==> src/hdl/jsu_pkg.sv <==
// Shared types, constants and a helper function for the JSON string unescaper.
package jsu_pkg;

  // Decoder phase
  typedef enum logic [2:0] {
    PH_IDLE = 3'd0,
    PH_STR  = 3'd1,
    PH_ESC  = 3'd2,
    PH_HEX  = 3'd3
  } phase_t;

  // Result status codes
  localparam logic [1:0] ST_BYTE   = 2'd0;
  localparam logic [1:0] ST_DONE   = 2'd1;
  localparam logic [1:0] ST_REJECT = 2'd2;

  // Character constants
  localparam logic [7:0] CH_QUOTE = 8'h22;
  localparam logic [7:0] CH_BSLASH = 8'h5C;
  localparam logic [7:0] CH_SLASH = 8'h2F;
  localparam logic [7:0] CH_QMARK = 8'h3F;
  localparam logic [7:0] CH_CTRL_LIMIT = 8'h20;
  localparam logic [7:0] CH_LOW_B = 8'h62;
  localparam logic [7:0] CH_LOW_F = 8'h66;
  localparam logic [7:0] CH_LOW_N = 8'h6E;
  localparam logic [7:0] CH_LOW_R = 8'h72;
  localparam logic [7:0] CH_LOW_T = 8'h74;
  localparam logic [7:0] CH_LOW_U = 8'h75;

  // UTF-8 ranges and prefixes
  localparam logic [15:0] CP_ONE_MAX = 16'h007F;
  localparam logic [15:0] CP_TWO_MAX = 16'h07FF;
  localparam logic [15:0] CP_SURR_LO = 16'hD800;
  localparam logic [15:0] CP_SURR_HI = 16'hDFFF;
  localparam logic [7:0]  UTF_LEAD2  = 8'hC0;
  localparam logic [7:0]  UTF_LEAD3  = 8'hE0;
  localparam logic [7:0]  UTF_CONT   = 8'h80;

  localparam logic [15:0] CAP_RESET = 16'd96;

  // Results per input byte and output queue sizing
  localparam int MAX_RES   = 3;
  localparam int Q_DEPTH   = 8;
  localparam int Q_AW      = $clog2(Q_DEPTH);
  localparam int Q_CW      = $clog2(Q_DEPTH + 1);
  localparam int Q_ROOM    = Q_DEPTH - MAX_RES;

  // One result as produced by the decoder
  typedef struct packed {
    logic [7:0] data;
    logic [1:0] status;
  } res_t;

  // All results of one input byte
  typedef struct packed {
    logic [1:0]           num;
    res_t [MAX_RES-1:0]   ent;
  } res_bundle_t;

  // One queued result with its end-of-item flag
  typedef struct packed {
    logic [7:0] data;
    logic [1:0] status;
    logic       last;
  } q_entry_t;

  // Hex digit decode: bit 4 is the valid flag, bits 3:0 the digit
  function automatic logic [4:0] hex_nibble(input logic [7:0] c);
    logic [4:0] r;
    r = '0;
    if (c >= 8'h30 && c <= 8'h39) begin
      r = {1'b1, 4'(c - 8'h30)};
    end else if (c >= 8'h61 && c <= 8'h66) begin
      r = {1'b1, 4'(c - 8'h57)};
    end else if (c >= 8'h41 && c <= 8'h46) begin
      r = {1'b1, 4'(c - 8'h37)};
    end
    return r;
  endfunction

endpackage

==> src/hdl/jsu_decode.sv <==
// Escape decoder: phase state, hex gathering, UTF-8 encoding and capacity check.
module jsu_decode import jsu_pkg::*; (
  input  logic        clk,
  input  logic        rst_n,
  input  logic        step,
  input  logic [7:0]  in_byte,
  input  logic [15:0] cap,
  output res_bundle_t res
);

  phase_t      phase_r, phase_nxt;
  logic [15:0] acc_r, acc_nxt;
  logic [1:0]  seen_r, seen_nxt;
  logic [15:0] dc_r, dc_nxt;

  logic [1:0]  seq_n;
  logic [7:0]  seq_b [MAX_RES];
  logic        term;
  logic [1:0]  term_st;
  logic        ended;
  logic        dc_clear;
  logic [4:0]  hexv;
  logic [MAX_RES-1:0] fit;
  logic [1:0]  k;

  assign hexv = hex_nibble(in_byte);

  // Next state and results for the byte at the input register
  always_comb begin
    seq_n     = '0;
    for (int i = 0; i < MAX_RES; i++) begin
      seq_b[i] = '0;
    end
    term      = 1'b0;
    term_st   = ST_DONE;
    ended     = 1'b0;
    dc_clear  = 1'b0;
    phase_nxt = phase_r;
    acc_nxt   = acc_r;
    seen_nxt  = seen_r;

    case (phase_r)
      PH_IDLE: begin
        if (in_byte == CH_QUOTE && cap != '0) begin
          phase_nxt = PH_STR;
          dc_clear  = 1'b1;
        end else begin
          term    = 1'b1;
          term_st = ST_REJECT;
        end
      end
      PH_STR: begin
        if (in_byte == CH_QUOTE) begin
          term    = 1'b1;
          term_st = ST_DONE;
          ended   = 1'b1;
        end else if (in_byte < CH_CTRL_LIMIT) begin
          term    = 1'b1;
          term_st = ST_REJECT;
          ended   = 1'b1;
        end else if (in_byte == CH_BSLASH) begin
          phase_nxt = PH_ESC;
        end else begin
          seq_n    = 2'd1;
          seq_b[0] = in_byte;
        end
      end
      PH_ESC: begin
        phase_nxt = PH_STR;
        case (in_byte)
          CH_QUOTE, CH_BSLASH, CH_SLASH: begin
            seq_n    = 2'd1;
            seq_b[0] = in_byte;
          end
          CH_LOW_B: begin
            seq_n    = 2'd1;
            seq_b[0] = 8'h08;
          end
          CH_LOW_F: begin
            seq_n    = 2'd1;
            seq_b[0] = 8'h0C;
          end
          CH_LOW_N: begin
            seq_n    = 2'd1;
            seq_b[0] = 8'h0A;
          end
          CH_LOW_R: begin
            seq_n    = 2'd1;
            seq_b[0] = 8'h0D;
          end
          CH_LOW_T: begin
            seq_n    = 2'd1;
            seq_b[0] = 8'h09;
          end
          CH_LOW_U: begin
            phase_nxt = PH_HEX;
            acc_nxt   = '0;
            seen_nxt  = '0;
          end
          default: begin
            term    = 1'b1;
            term_st = ST_REJECT;
            ended   = 1'b1;
          end
        endcase
      end
      PH_HEX: begin
        if (!hexv[4]) begin
          term    = 1'b1;
          term_st = ST_REJECT;
          ended   = 1'b1;
        end else begin
          acc_nxt = {acc_r[11:0], hexv[3:0]};
          if (seen_r == 2'd3) begin
            seen_nxt  = '0;
            phase_nxt = PH_STR;
            // Encode the gathered code point as UTF-8; a surrogate code point becomes '?'
            if (acc_nxt <= CP_ONE_MAX) begin
              seq_n    = 2'd1;
              seq_b[0] = acc_nxt[7:0];
            end else if (acc_nxt <= CP_TWO_MAX) begin
              seq_n    = 2'd2;
              seq_b[0] = UTF_LEAD2 | {3'b000, acc_nxt[10:6]};
              seq_b[1] = UTF_CONT | {2'b00, acc_nxt[5:0]};
            end else if (acc_nxt >= CP_SURR_LO && acc_nxt <= CP_SURR_HI) begin
              seq_n    = 2'd1;
              seq_b[0] = CH_QMARK;
            end else begin
              seq_n    = 2'd3;
              seq_b[0] = UTF_LEAD3 | {4'b0000, acc_nxt[15:12]};
              seq_b[1] = UTF_CONT | {2'b00, acc_nxt[11:6]};
              seq_b[2] = UTF_CONT | {2'b00, acc_nxt[5:0]};
            end
          end else begin
            seen_nxt = seen_r + 2'd1;
          end
        end
      end
      default: begin
        phase_nxt = PH_IDLE;
      end
    endcase

    // Capacity check: byte i of the sequence fits while count + i + 1 < capacity
    k = '0;
    for (int i = 0; i < MAX_RES; i++) begin
      fit[i] = ({1'b0, dc_r} + 17'(i + 1)) < {1'b0, cap};
      if (2'(i) < seq_n && fit[i]) begin
        k = k + 2'd1;
      end
    end
    if (k != seq_n) begin
      term    = 1'b1;
      term_st = ST_REJECT;
      ended   = 1'b1;
    end

    dc_nxt = dc_clear ? '0 : dc_r + 16'(k);

    if (ended) begin
      phase_nxt = PH_IDLE;
      acc_nxt   = '0;
      seen_nxt  = '0;
    end

    // Pack decoded bytes followed by the optional status result
    res.num = k + 2'(term);
    for (int i = 0; i < MAX_RES; i++) begin
      if (2'(i) < k) begin
        res.ent[i] = '{data: seq_b[i], status: ST_BYTE};
      end else begin
        res.ent[i] = '{data: 8'h00, status: term_st};
      end
    end
  end

  // Advance state when the byte is taken
  always_ff @(posedge clk) begin
    if (!rst_n) begin
      phase_r <= PH_IDLE;
      acc_r   <= '0;
      seen_r  <= '0;
      dc_r    <= '0;
    end else if (step) begin
      phase_r <= phase_nxt;
      acc_r   <= acc_nxt;
      seen_r  <= seen_nxt;
      dc_r    <= dc_nxt;
    end
  end

endmodule

==> src/hdl/jsu_out_queue.sv <==
// Result queue: takes up to three results per cycle, hands out one per transfer.
module jsu_out_queue import jsu_pkg::*; (
  input  logic        clk,
  input  logic        rst_n,
  input  logic        wr_en,
  input  res_bundle_t wr_res,
  output logic        room,
  output logic        out_valid,
  input  logic        out_ready,
  output logic [7:0]  out_byte,
  output logic [1:0]  out_status,
  output logic        out_last
);

  q_entry_t          q_r [Q_DEPTH];
  logic [Q_AW-1:0]   wr_ptr_r, wr_ptr_nxt;
  logic [Q_AW-1:0]   rd_ptr_r, rd_ptr_nxt;
  logic [Q_CW-1:0]   cnt_r, cnt_nxt;
  logic [1:0]        wr_n;
  logic              rd;

  assign wr_n      = wr_en ? wr_res.num : 2'd0;
  assign rd        = out_valid && out_ready;
  assign room      = cnt_r <= Q_CW'(Q_ROOM);
  assign out_valid = cnt_r != '0;
  assign out_byte   = q_r[rd_ptr_r].data;
  assign out_status = q_r[rd_ptr_r].status;
  assign out_last   = q_r[rd_ptr_r].last;

  // Pointer and fill bookkeeping
  always_comb begin
    wr_ptr_nxt = wr_ptr_r + Q_AW'(wr_n);
    rd_ptr_nxt = rd_ptr_r + Q_AW'(rd);
    cnt_nxt    = cnt_r + Q_CW'(wr_n) - Q_CW'(rd);
  end

  always_ff @(posedge clk) begin
    if (!rst_n) begin
      wr_ptr_r <= '0;
      rd_ptr_r <= '0;
      cnt_r    <= '0;
    end else begin
      wr_ptr_r <= wr_ptr_nxt;
      rd_ptr_r <= rd_ptr_nxt;
      cnt_r    <= cnt_nxt;
    end
  end

  // Store results, flagging the final one of the item
  always_ff @(posedge clk) begin
    for (int i = 0; i < MAX_RES; i++) begin
      if (2'(i) < wr_n) begin
        q_r[wr_ptr_r + Q_AW'(i)] <= '{data:   wr_res.ent[i].data,
                                      status: wr_res.ent[i].status,
                                      last:   (2'(i) == wr_n - 2'd1)};
      end
    end
  end

endmodule

==> src/hdl/json_string_unescape_top.sv <==
// JSON string unescaper top level: input register, decoder, result queue.
// Flow: a transferred byte is held in the input register, then decoded and
// written into the result queue once the queue has room for its results.
// Throughput: one input byte per cycle while the queue has room; results leave
// through a single output port at one per cycle while out_ready is high.
// Reset (rst_n low, synchronous): phase idle, counters cleared, queue empty,
// output capacity back to 96.
module json_string_unescape_top import jsu_pkg::*; (
  input  logic        clk,
  input  logic        rst_n,
  input  logic        in_valid,
  output logic        in_ready,
  input  logic [7:0]  in_byte,
  output logic        out_valid,
  input  logic        out_ready,
  output logic [7:0]  out_byte,
  output logic [1:0]  out_status,
  output logic        out_last,
  input  logic        cfg_valid,
  output logic        cfg_ready,
  input  logic [15:0] cfg_output_capacity
);

  logic        in_vld_r, in_vld_nxt;
  logic [7:0]  in_byte_r;
  logic [15:0] cap_r;
  logic        room;
  logic        step;
  res_bundle_t res;

  assign cfg_ready = 1'b1;
  assign step      = in_vld_r && room;
  assign in_ready  = !in_vld_r || room;

  // Hold the input byte until the queue has room for its results
  always_comb begin
    in_vld_nxt = in_vld_r;
    if (in_valid && in_ready) begin
      in_vld_nxt = 1'b1;
    end else if (step) begin
      in_vld_nxt = 1'b0;
    end
  end

  always_ff @(posedge clk) begin
    if (!rst_n) begin
      in_vld_r <= 1'b0;
    end else begin
      in_vld_r <= in_vld_nxt;
    end
  end

  always_ff @(posedge clk) begin
    if (in_valid && in_ready) begin
      in_byte_r <= in_byte;
    end
  end

  // Capacity register
  always_ff @(posedge clk) begin
    if (!rst_n) begin
      cap_r <= CAP_RESET;
    end else if (cfg_valid && cfg_ready) begin
      cap_r <= cfg_output_capacity;
    end
  end

  jsu_decode u_decode (
    .clk     (clk),
    .rst_n   (rst_n),
    .step    (step),
    .in_byte (in_byte_r),
    .cap     (cap_r),
    .res     (res)
  );

  jsu_out_queue u_queue (
    .clk        (clk),
    .rst_n      (rst_n),
    .wr_en      (step),
    .wr_res     (res),
    .room       (room),
    .out_valid  (out_valid),
    .out_ready  (out_ready),
    .out_byte   (out_byte),
    .out_status (out_status),
    .out_last   (out_last)
  );

endmodule
==> config.mk <==
export PLATFORM = sky130hd
export DESIGN_NAME = json_string_unescape_top
export DESIGN_NICKNAME = d
export VERILOG_FILES = /design/src/hdl/jsu_pkg.sv /design/src/hdl/jsu_decode.sv /design/src/hdl/jsu_out_queue.sv /design/src/hdl/json_string_unescape_top.sv
export SDC_FILE = /design/constraint.sdc
export NUM_CORES = 1
export LEC_CHECK = 0
export BUFFER_PORTS_ARGS = -buffer_cell sky130_fd_sc_hd__buf_2
export CAP_MARGIN = 20
export CORE_UTILIZATION = 40
export DETAILED_ROUTE_END_ITERATION = 6
export GPL_TIMING_DRIVEN = 0
export SYNTH_ARGS = -nofsm -noshare
export SYNTH_HDL_FRONTEND = slang
export SYNTH_SLANG_ARGS = --single-unit
==> constraint.sdc <==
create_clock -name clk -period 10.6 [get_ports clk]
set_input_delay 1.06 -clock clk [delete_from_list [all_inputs] [get_ports clk]]
set_output_delay 1.06 -clock clk [all_outputs]
set_load 0.01 [all_outputs]
# Yosys cells after proc, flatten, opt, wreduce, memory -nomap -nowiden
# Memories as Yosys holds them, arrays and structs flattened. A register that Yosys moved wholly into a read port is not among the register bits.
# Index checks and enable logic that the tools add are counted.
# W data, S select, Z words.
[totals]
in_bits = 29
register_bits = 68
memories = 1
ramBits = 88
wordCells = 185
output_inout_bits = 14
[op_classes]
addsub = 18
eq_ne = 23
reduce_logical = 24
mux = 85
order_cmp = 24
[mem_list]
columns = ["name", "words", "word_bits", "read_ports", "rd_clocked_by_memory_dff", "wr", "line_no", "source"]
rows = [
  ["u_queue.q_r", 8, 11, 1, 1, 3, "jsu_out_queue.sv:15", "q_entry_t q_r [Q_DEPTH];"],
]
[op_table]
columns = ["operator", "n"]
rows = [
  ["$mux W16", 10],
  ["$eq A8 B7 Y1 const B", 7],
  ["$lt A17 B16 Y1", 3],
  ["$mux W24", 2],
  ["$mux W8", 6],
  ["$pmux W8 S6", 1],
  ["$mux W2", 21],
  ["$mux W12", 3],
  ["$add A16 B2 Y17 const B", 2],
  ["$mux W10", 3],
  ["$mux W3", 8],
  ["$pmux W12 S2", 1],
  ["$pmux W8 S3", 1],
  ["$mux W1", 20],
  ["$add A16 B1 Y17 const B", 1],
  ["$add A16 B2 Y16", 1],
  ["$eq A8 B6 Y1 const B", 2],
  ["$ge A16 B16 Y1 const B", 1],
  ["$ge A8 B7 Y1 const B", 2],
  ["$le A16 B11 Y1 const B", 1],
  ["$le A16 B16 Y1 const B", 1],
  ["$le A16 B7 Y1 const B", 1],
  ["$le A8 B7 Y1 const B", 2],
  ["$reduce_bool A16 Y1", 1],
  ["46 further kinds", 73],
]

# Depth between registers and ports, before layout
[logic_depth]
depth_word = 27
depth_mapped = 33
mapped_depth_nobuf = 30

# Cells and area by module
# A second synthesis with hierarchy kept.
[unflattened]
hier_cells = 1303
area_unflattened_um2 = 11489.8
[by_module_without_submodules]
columns = ["module", "seq_area_each_um2", "cells_per_inst", "area_each_um2", "instances"]
rows = [
  ["jsu_out_queue", 2842.7, 631, 6125.9, 1],
  ["jsu_decode", 640.6, 605, 4451.8, 1],
  ["json_string_unescape_top", 580.6, 67, 912.1, 1],
]

# Worst setup path after synthesis
# Ideal clock, no wire load.
[synth_path]
kind = "register -> register"
startpoint = "reg u_decode.dc_r[4]"
endpoint = "reg u_queue.cnt_r[3]"
path_buffers = 4
arrival_ns = 6.165
setup_slack_ns = 4.320
path_stages_with_launch = 34
required_ns = 10.485
setup_ns = 0.115
cell_sequence = "dfxtp_1 clkbuf_1 nand2_1 nor2_1 nand2_1 nor2_1 nand3_1 nor2_1 xor2_1 ha_1 nand2_1 nor3_1 o21ai_0 o2111ai_1 a311oi_1 ha_1 clkbuf_1 and2_1 o21ai_0 a31oi_1 o21ai_0 or2_2 ha_1 clkbuf_1 xnor2_1 buf_2 nand2_1 ha_1 inv_1 ha_1 a21o_1 a21oi_1 xor2_1 and2_1"
[synth_between]
elab_chain_cells = 14
elab_cells_between_ends = 20
classes_between = "add/sub (8); order compare (3); eq/ne (1); mux (5); reduce/logical (3)"
[synth_rtl]
columns = ["element", "line_no", "source"]
rows = [
  ["start, declared", "jsu_decode.sv:14", "logic [15:0] dc_r, dc_nxt;"],
  ["start signal, assigned", "jsu_decode.sv:188", "dc_r <= dc_nxt;"],
  ["$add A16 B1 Y17", "jsu_decode.sv:147", "fit[i] = ({1'b0, dc_r} + 17'(i + 1)) < {1'b0, cap};"],
  ["$lt A17 B16 Y1", "jsu_decode.sv:147", ""],
  ["$logic_and A1 B1 Y1", "jsu_decode.sv:148", "if (2'(i) < seq_n && fit[i]) begin"],
  ["$mux W1", "jsu_decode.sv:148", ""],
  ["$add A1 B1 Y2", "jsu_decode.sv:149", "k = k + 2'd1;"],
  ["$mux W2", "jsu_decode.sv:148", ""],
  ["$add A2 B1 Y2", "jsu_decode.sv:149", ""],
  ["$mux W2 (*)", "jsu_decode.sv:148", ""],
  ["$ne A2 B2 Y1", "jsu_decode.sv:152", "if (k != seq_n) begin"],
  ["$mux W1", "jsu_decode.sv:152", ""],
  ["$add A2 B1 Y2 (*)", "jsu_decode.sv:167", "res.num = k + 2'(term);"],
  ["$mux W2 (*)", "jsu_out_queue.sv:22", "assign wr_n = wr_en ? wr_res.num : 2'd0;"],
  ["$add A4 B2 Y4 (*)", "jsu_out_queue.sv:34", "cnt_nxt = cnt_r + Q_CW'(wr_n) - Q_CW'(rd);"],
  ["$sub A4 B1 Y4 (*)", "jsu_out_queue.sv:34", ""],
  ["end signal, assigned", "jsu_out_queue.sv:45", "cnt_r <= cnt_nxt;"],
  ["end, declared", "jsu_out_queue.sv:18", "logic [Q_CW-1:0] cnt_r, cnt_nxt;"],
]
# Mark *: on every way between the ends. The rest lies on a longest branch, timed or not.
# A chain may end at the register's enable or synchronous reset.

==> results by group <==
Outcome
  • Run status: complete, no violations

Synth
  • Compound-Gate Fraction of Synth Area: between 10% and 20%
  • Seq/Total Area, Yosys: between 30% and 40%
  • Share of the synthesized area in the top cell type: a little under a quarter
  • Synth area leader: edfxtp_1
  • Post-Syn Area: roughly 0.011 sq mm
  • Post-synthesis mux area share: a little over 10%
  • Syn Area/Cell: 9.49 sq um
  • Ys async rst share: 0%
  • Largest family of logic cells by synthesized area: simple AND/OR/NAND/NOR gates
  • Net Count, Synth: between 1000 and 1500
  • Gate Count Post-Synth: roughly 1200
  • Prevailing post-synth register cell: edfxtp_1
  • Synth Area in Simple Gates: between 20% and 30%
  • Adder-Cell Fraction of Synth Area: under 10%
  • Post-synth cell types: 93
  • Area contributors post-synth: edfxtp_1 (23%), dfxtp_1 (12%), ha_1 (7.9%)
  • Post-synth EDFFs: a little under 90
  • Post-synthesis xor/xnor area fraction: 4.57%
  • YS warnings: 0
  • Number of synthesized register bits: roughly 160

Clock tree
  • Clock net sink count: roughly 160
  • Root Buffer: clkbuf_16
  • CTS tree: yes
  • CTS buffer count: 17
  • CTS H-Tree Depth: 4
  • Clock Path Buffers: 2
  • CTS clk-pin slew, worst paths: roughly 80 ps
  • Post-CTS setup buffers: 0
  • CTS resizes: 0
  • Cts hold-fix bufs: 0
  • Later-pin clock latency in the skew report: 460 ps

Power
  • Peak supply drop: between 0.00007 and 0.00008 V
  • Power, Total: about 0.0017 W
  • Static leakage: 4.78 nW
  • Pwr dens: between 100 and 150 mW/mm^2

Layout
  • Diode count: 0
  • Layout area overhead: 11.5%
  • Nets: around 1400
  • Share of cells above drive strength 1: between 10% and 20%
  • Fill cells: about 2700

STA
  • Crit share post-route: between 70% and 80%
  • Setup TNS: 0 ps
  • Rel. slew slack: between 10% and 20%
  • Worst-Margin Slew: approximately 1200 ps
  • RSZ-0062 raised after global routing: false
  • F_max: around 0.12 GHz
  • Clk_skew: roughly 12 ps
  • Min Tclk post-route: ~8400 ps
  • Final setup fails: 0
  • Final number of max-transition violations: 0
  • Final Hold Fails: 0

Route
  • Pre-Repair DR Iteration Count: 6
  • 1st-iter DRT viols: roughly 1100
  • Post-route ant nets: 0
  • Routed len/inst: 22.2 um
  • Routed Wire Length: about 37000 um
  • DRC: 0
  • Via count: between 9000 and 10000
  • Via-per-instance ratio: about 6.0

Die
  • Die width: 170 um
  • Core Box Area: about 0.028 sq mm
  • Die area: approximately 0.029 sq mm
  • DIE HEIGHT: ~170 um
  • Io pins: between 40 and 50
  • Site Rows: 61
  • Initial core utilization: roughly 41%

Setup path
  • R2R Setup Slk: ~2200 ps
  • Critical path class: flip-flop to flip-flop
  • Critical Path AT: around 8500 ps
  • Critical path required time: ~11000 ps
  • Crit. End Element: flip-flop
  • Critical R2R Capture: u_queue.q_r[7][10]$_DFFE_PP_
  • R2R depth: 27
  • Worst-path maximum fanout: 10
  • CP Launch Type: flip-flop
  • Worst r2r src: u_decode.dc_r[4]$_SDFFE_PN0P_

Global route
  • Largest net degree at the start of global routing: 18
  • Vias in the first global route: 9427
  • GR Overflow Total: 0
  • Global-route wire length before repair: 55900 um
  • Total GRT Usage: 25.8%
  • Initial antenna violation count: 0

Placed design
  • DP Wirelength: ~27000 um
  • Gpl congestion: ~0.99
  • PortBufs: 40

Worst hold path
  • Min-delay src: u_decode.seen_r[1]$_SDFFE_PN0P_
  • Hold Path Sink: u_decode.seen_r[1]$_SDFFE_PN0P_
  • WHS Path Cells: 1
  • Hold WC Path Type: flip-flop to flip-flop

Flow run
  • Number of max-cap violations: 0
worst max-delay path by stage:
| stage | start | end | slack [ps] | depth (start not counted) |
|---|---|---|---|---|
| floorplan | u_decode.dc_r[4]$_SDFFE_PN0P_ | u_queue.cnt_r[3]$_SDFF_PN0_ | 4320 | 33 |
| global placement | u_decode.dc_r[4]$_SDFFE_PN0P_ | u_queue.q_r[7][1]$_DFFE_PP_ | 2480 | 27 |
| detailed placement | u_decode.dc_r[4]$_SDFFE_PN0P_ | u_queue.q_r[7][8]$_DFFE_PP_ | 2510 | 27 |
| CTS | u_decode.dc_r[4]$_SDFFE_PN0P_ | u_queue.q_r[7][8]$_DFFE_PP_ | 2470 | 27 |
| global route | u_decode.dc_r[7]$_SDFFE_PN0P_ | u_queue.q_r[7][5]$_DFFE_PP_ | 1710 | 27 |
| finish | u_decode.dc_r[4]$_SDFFE_PN0P_ | u_queue.q_r[7][10]$_DFFE_PP_ | 2220 | 27 |
critical path, stage by stage (launching register included):
cell,delay (ps)
dfxtp_1,310
clkbuf_1,360
nand2_1,230
nor2_1,290
nand2_1,170
nor2_1,290
nand3_1,170
xnor2_1,160
ha_1,320
nand4_1,120
nor3_1,350
o21ai_0,150
o2111ai_1,180
a311oi_1,110
ha_1,310
clkbuf_1,280
and2_1,200
o21ai_0,110
a31oi_1,440
o21ai_0,280
or2_2,350
ha_1,280
clkbuf_1,410
inv_1,280
nand3_1,150
a21oi_2,210
nor4_2,940
or3_1,570
stage by stage:
step                utilization (%)  cells  hold slack, ps  cell area, sq um  setup WS (ps)
floorplan                         -   1190             446             11300           4320
global placement               43.1   1608             462             12000           2480
detailed placement             43.1   1611             469             12000           2510
CTS                            45.3   1643             488             12600           2470
global route                   45.3   1645             507             12600           1710
finish                         45.3   1645             501             12600           2220
cells in the final DEF (no fill, tap or decap), drive strengths merged, types with 31 or more instances in the layout:
| cell type | count |
|---|---|
| mux2i | 38 |
| nand2 | 97 |
| dfxtp | 67 |
| ha | 71 |
| o21ai | 42 |
| buf | 67 |
| nor2 | 85 |
| nand3 | 44 |
| a21oi | 70 |
| edfxtp | 88 |
| clkbuf | 60 |
| inv | 57 |
| nor3 | 55 |
| xor2 | 31 |
synth_stat cells, drive strengths merged, types with 24 or more instances:
cell	n
xnor2	28
a21oi	70
nand2	97
a22oi	24
inv	50
nand3	44
edfxtp	88
mux2i	38
dfxtp	67
ha	71
clkbuf	42
nor3	55
xor2	31
o21ai	42
nor2	85
nor2b	24
where the power goes:
| group | switching, W | internal (W) | leakage (nW) |
|---|---|---|---|
| clock network | 0.000300 | 0.000334 | 0.281 |
| registers | 0.0000197 | 0.000658 | 1.36 |
| logic | 0.000204 | 0.000150 | 3.13 |
| total | 0.000523 | 0.00114 | 4.78 |
cells by family after synthesis:
| logic type | Yosys count |
|---|---|
| XOR/XNOR | 59 |
| flip-flops | 155 |
| multiplexers | 79 |
| AND/OR/NAND/NOR | 433 |
| other | 1 |
| AO/OA/AOI/OAI | 274 |
| buffers and inverters | 115 |
| adder cells (fa/ha/maj) | 74 |
layer usage:
layer	up-vias	global-route usage, %	wire (um)
met4	0	11.8	1650
met3	99	3.95	2550
met5	-	0	0
li1	4611	-	-
met2	455	41.6	16500
met1	4708	34.1	15800
state kept, by name, indices dropped and copies added (netlist names), 3 cells and up:
name,count
u_queue.rd_ptr_r,3
cap_r,16
in_byte_r,8
u_queue.q_r,88
u_queue.wr_ptr_r,3
u_decode.acc_r,12
u_decode.dc_r,16
u_queue.cnt_r,4
cell type report:
type	instances	area, sq um	area share, %
Sequential cell	155	3980	31.6
Timing Repair Buffer	45	236	1.88
Clock buffer	18	429	3.41
Tap cell	378	473	3.76
Multi-Input combinational cell	920	6840	54.3
Clock inverter	14	156	1.24
Buffer	64	283	2.25
Inverter	51	191	1.52
No activity file was read; power rests on OpenSTA's default activity.
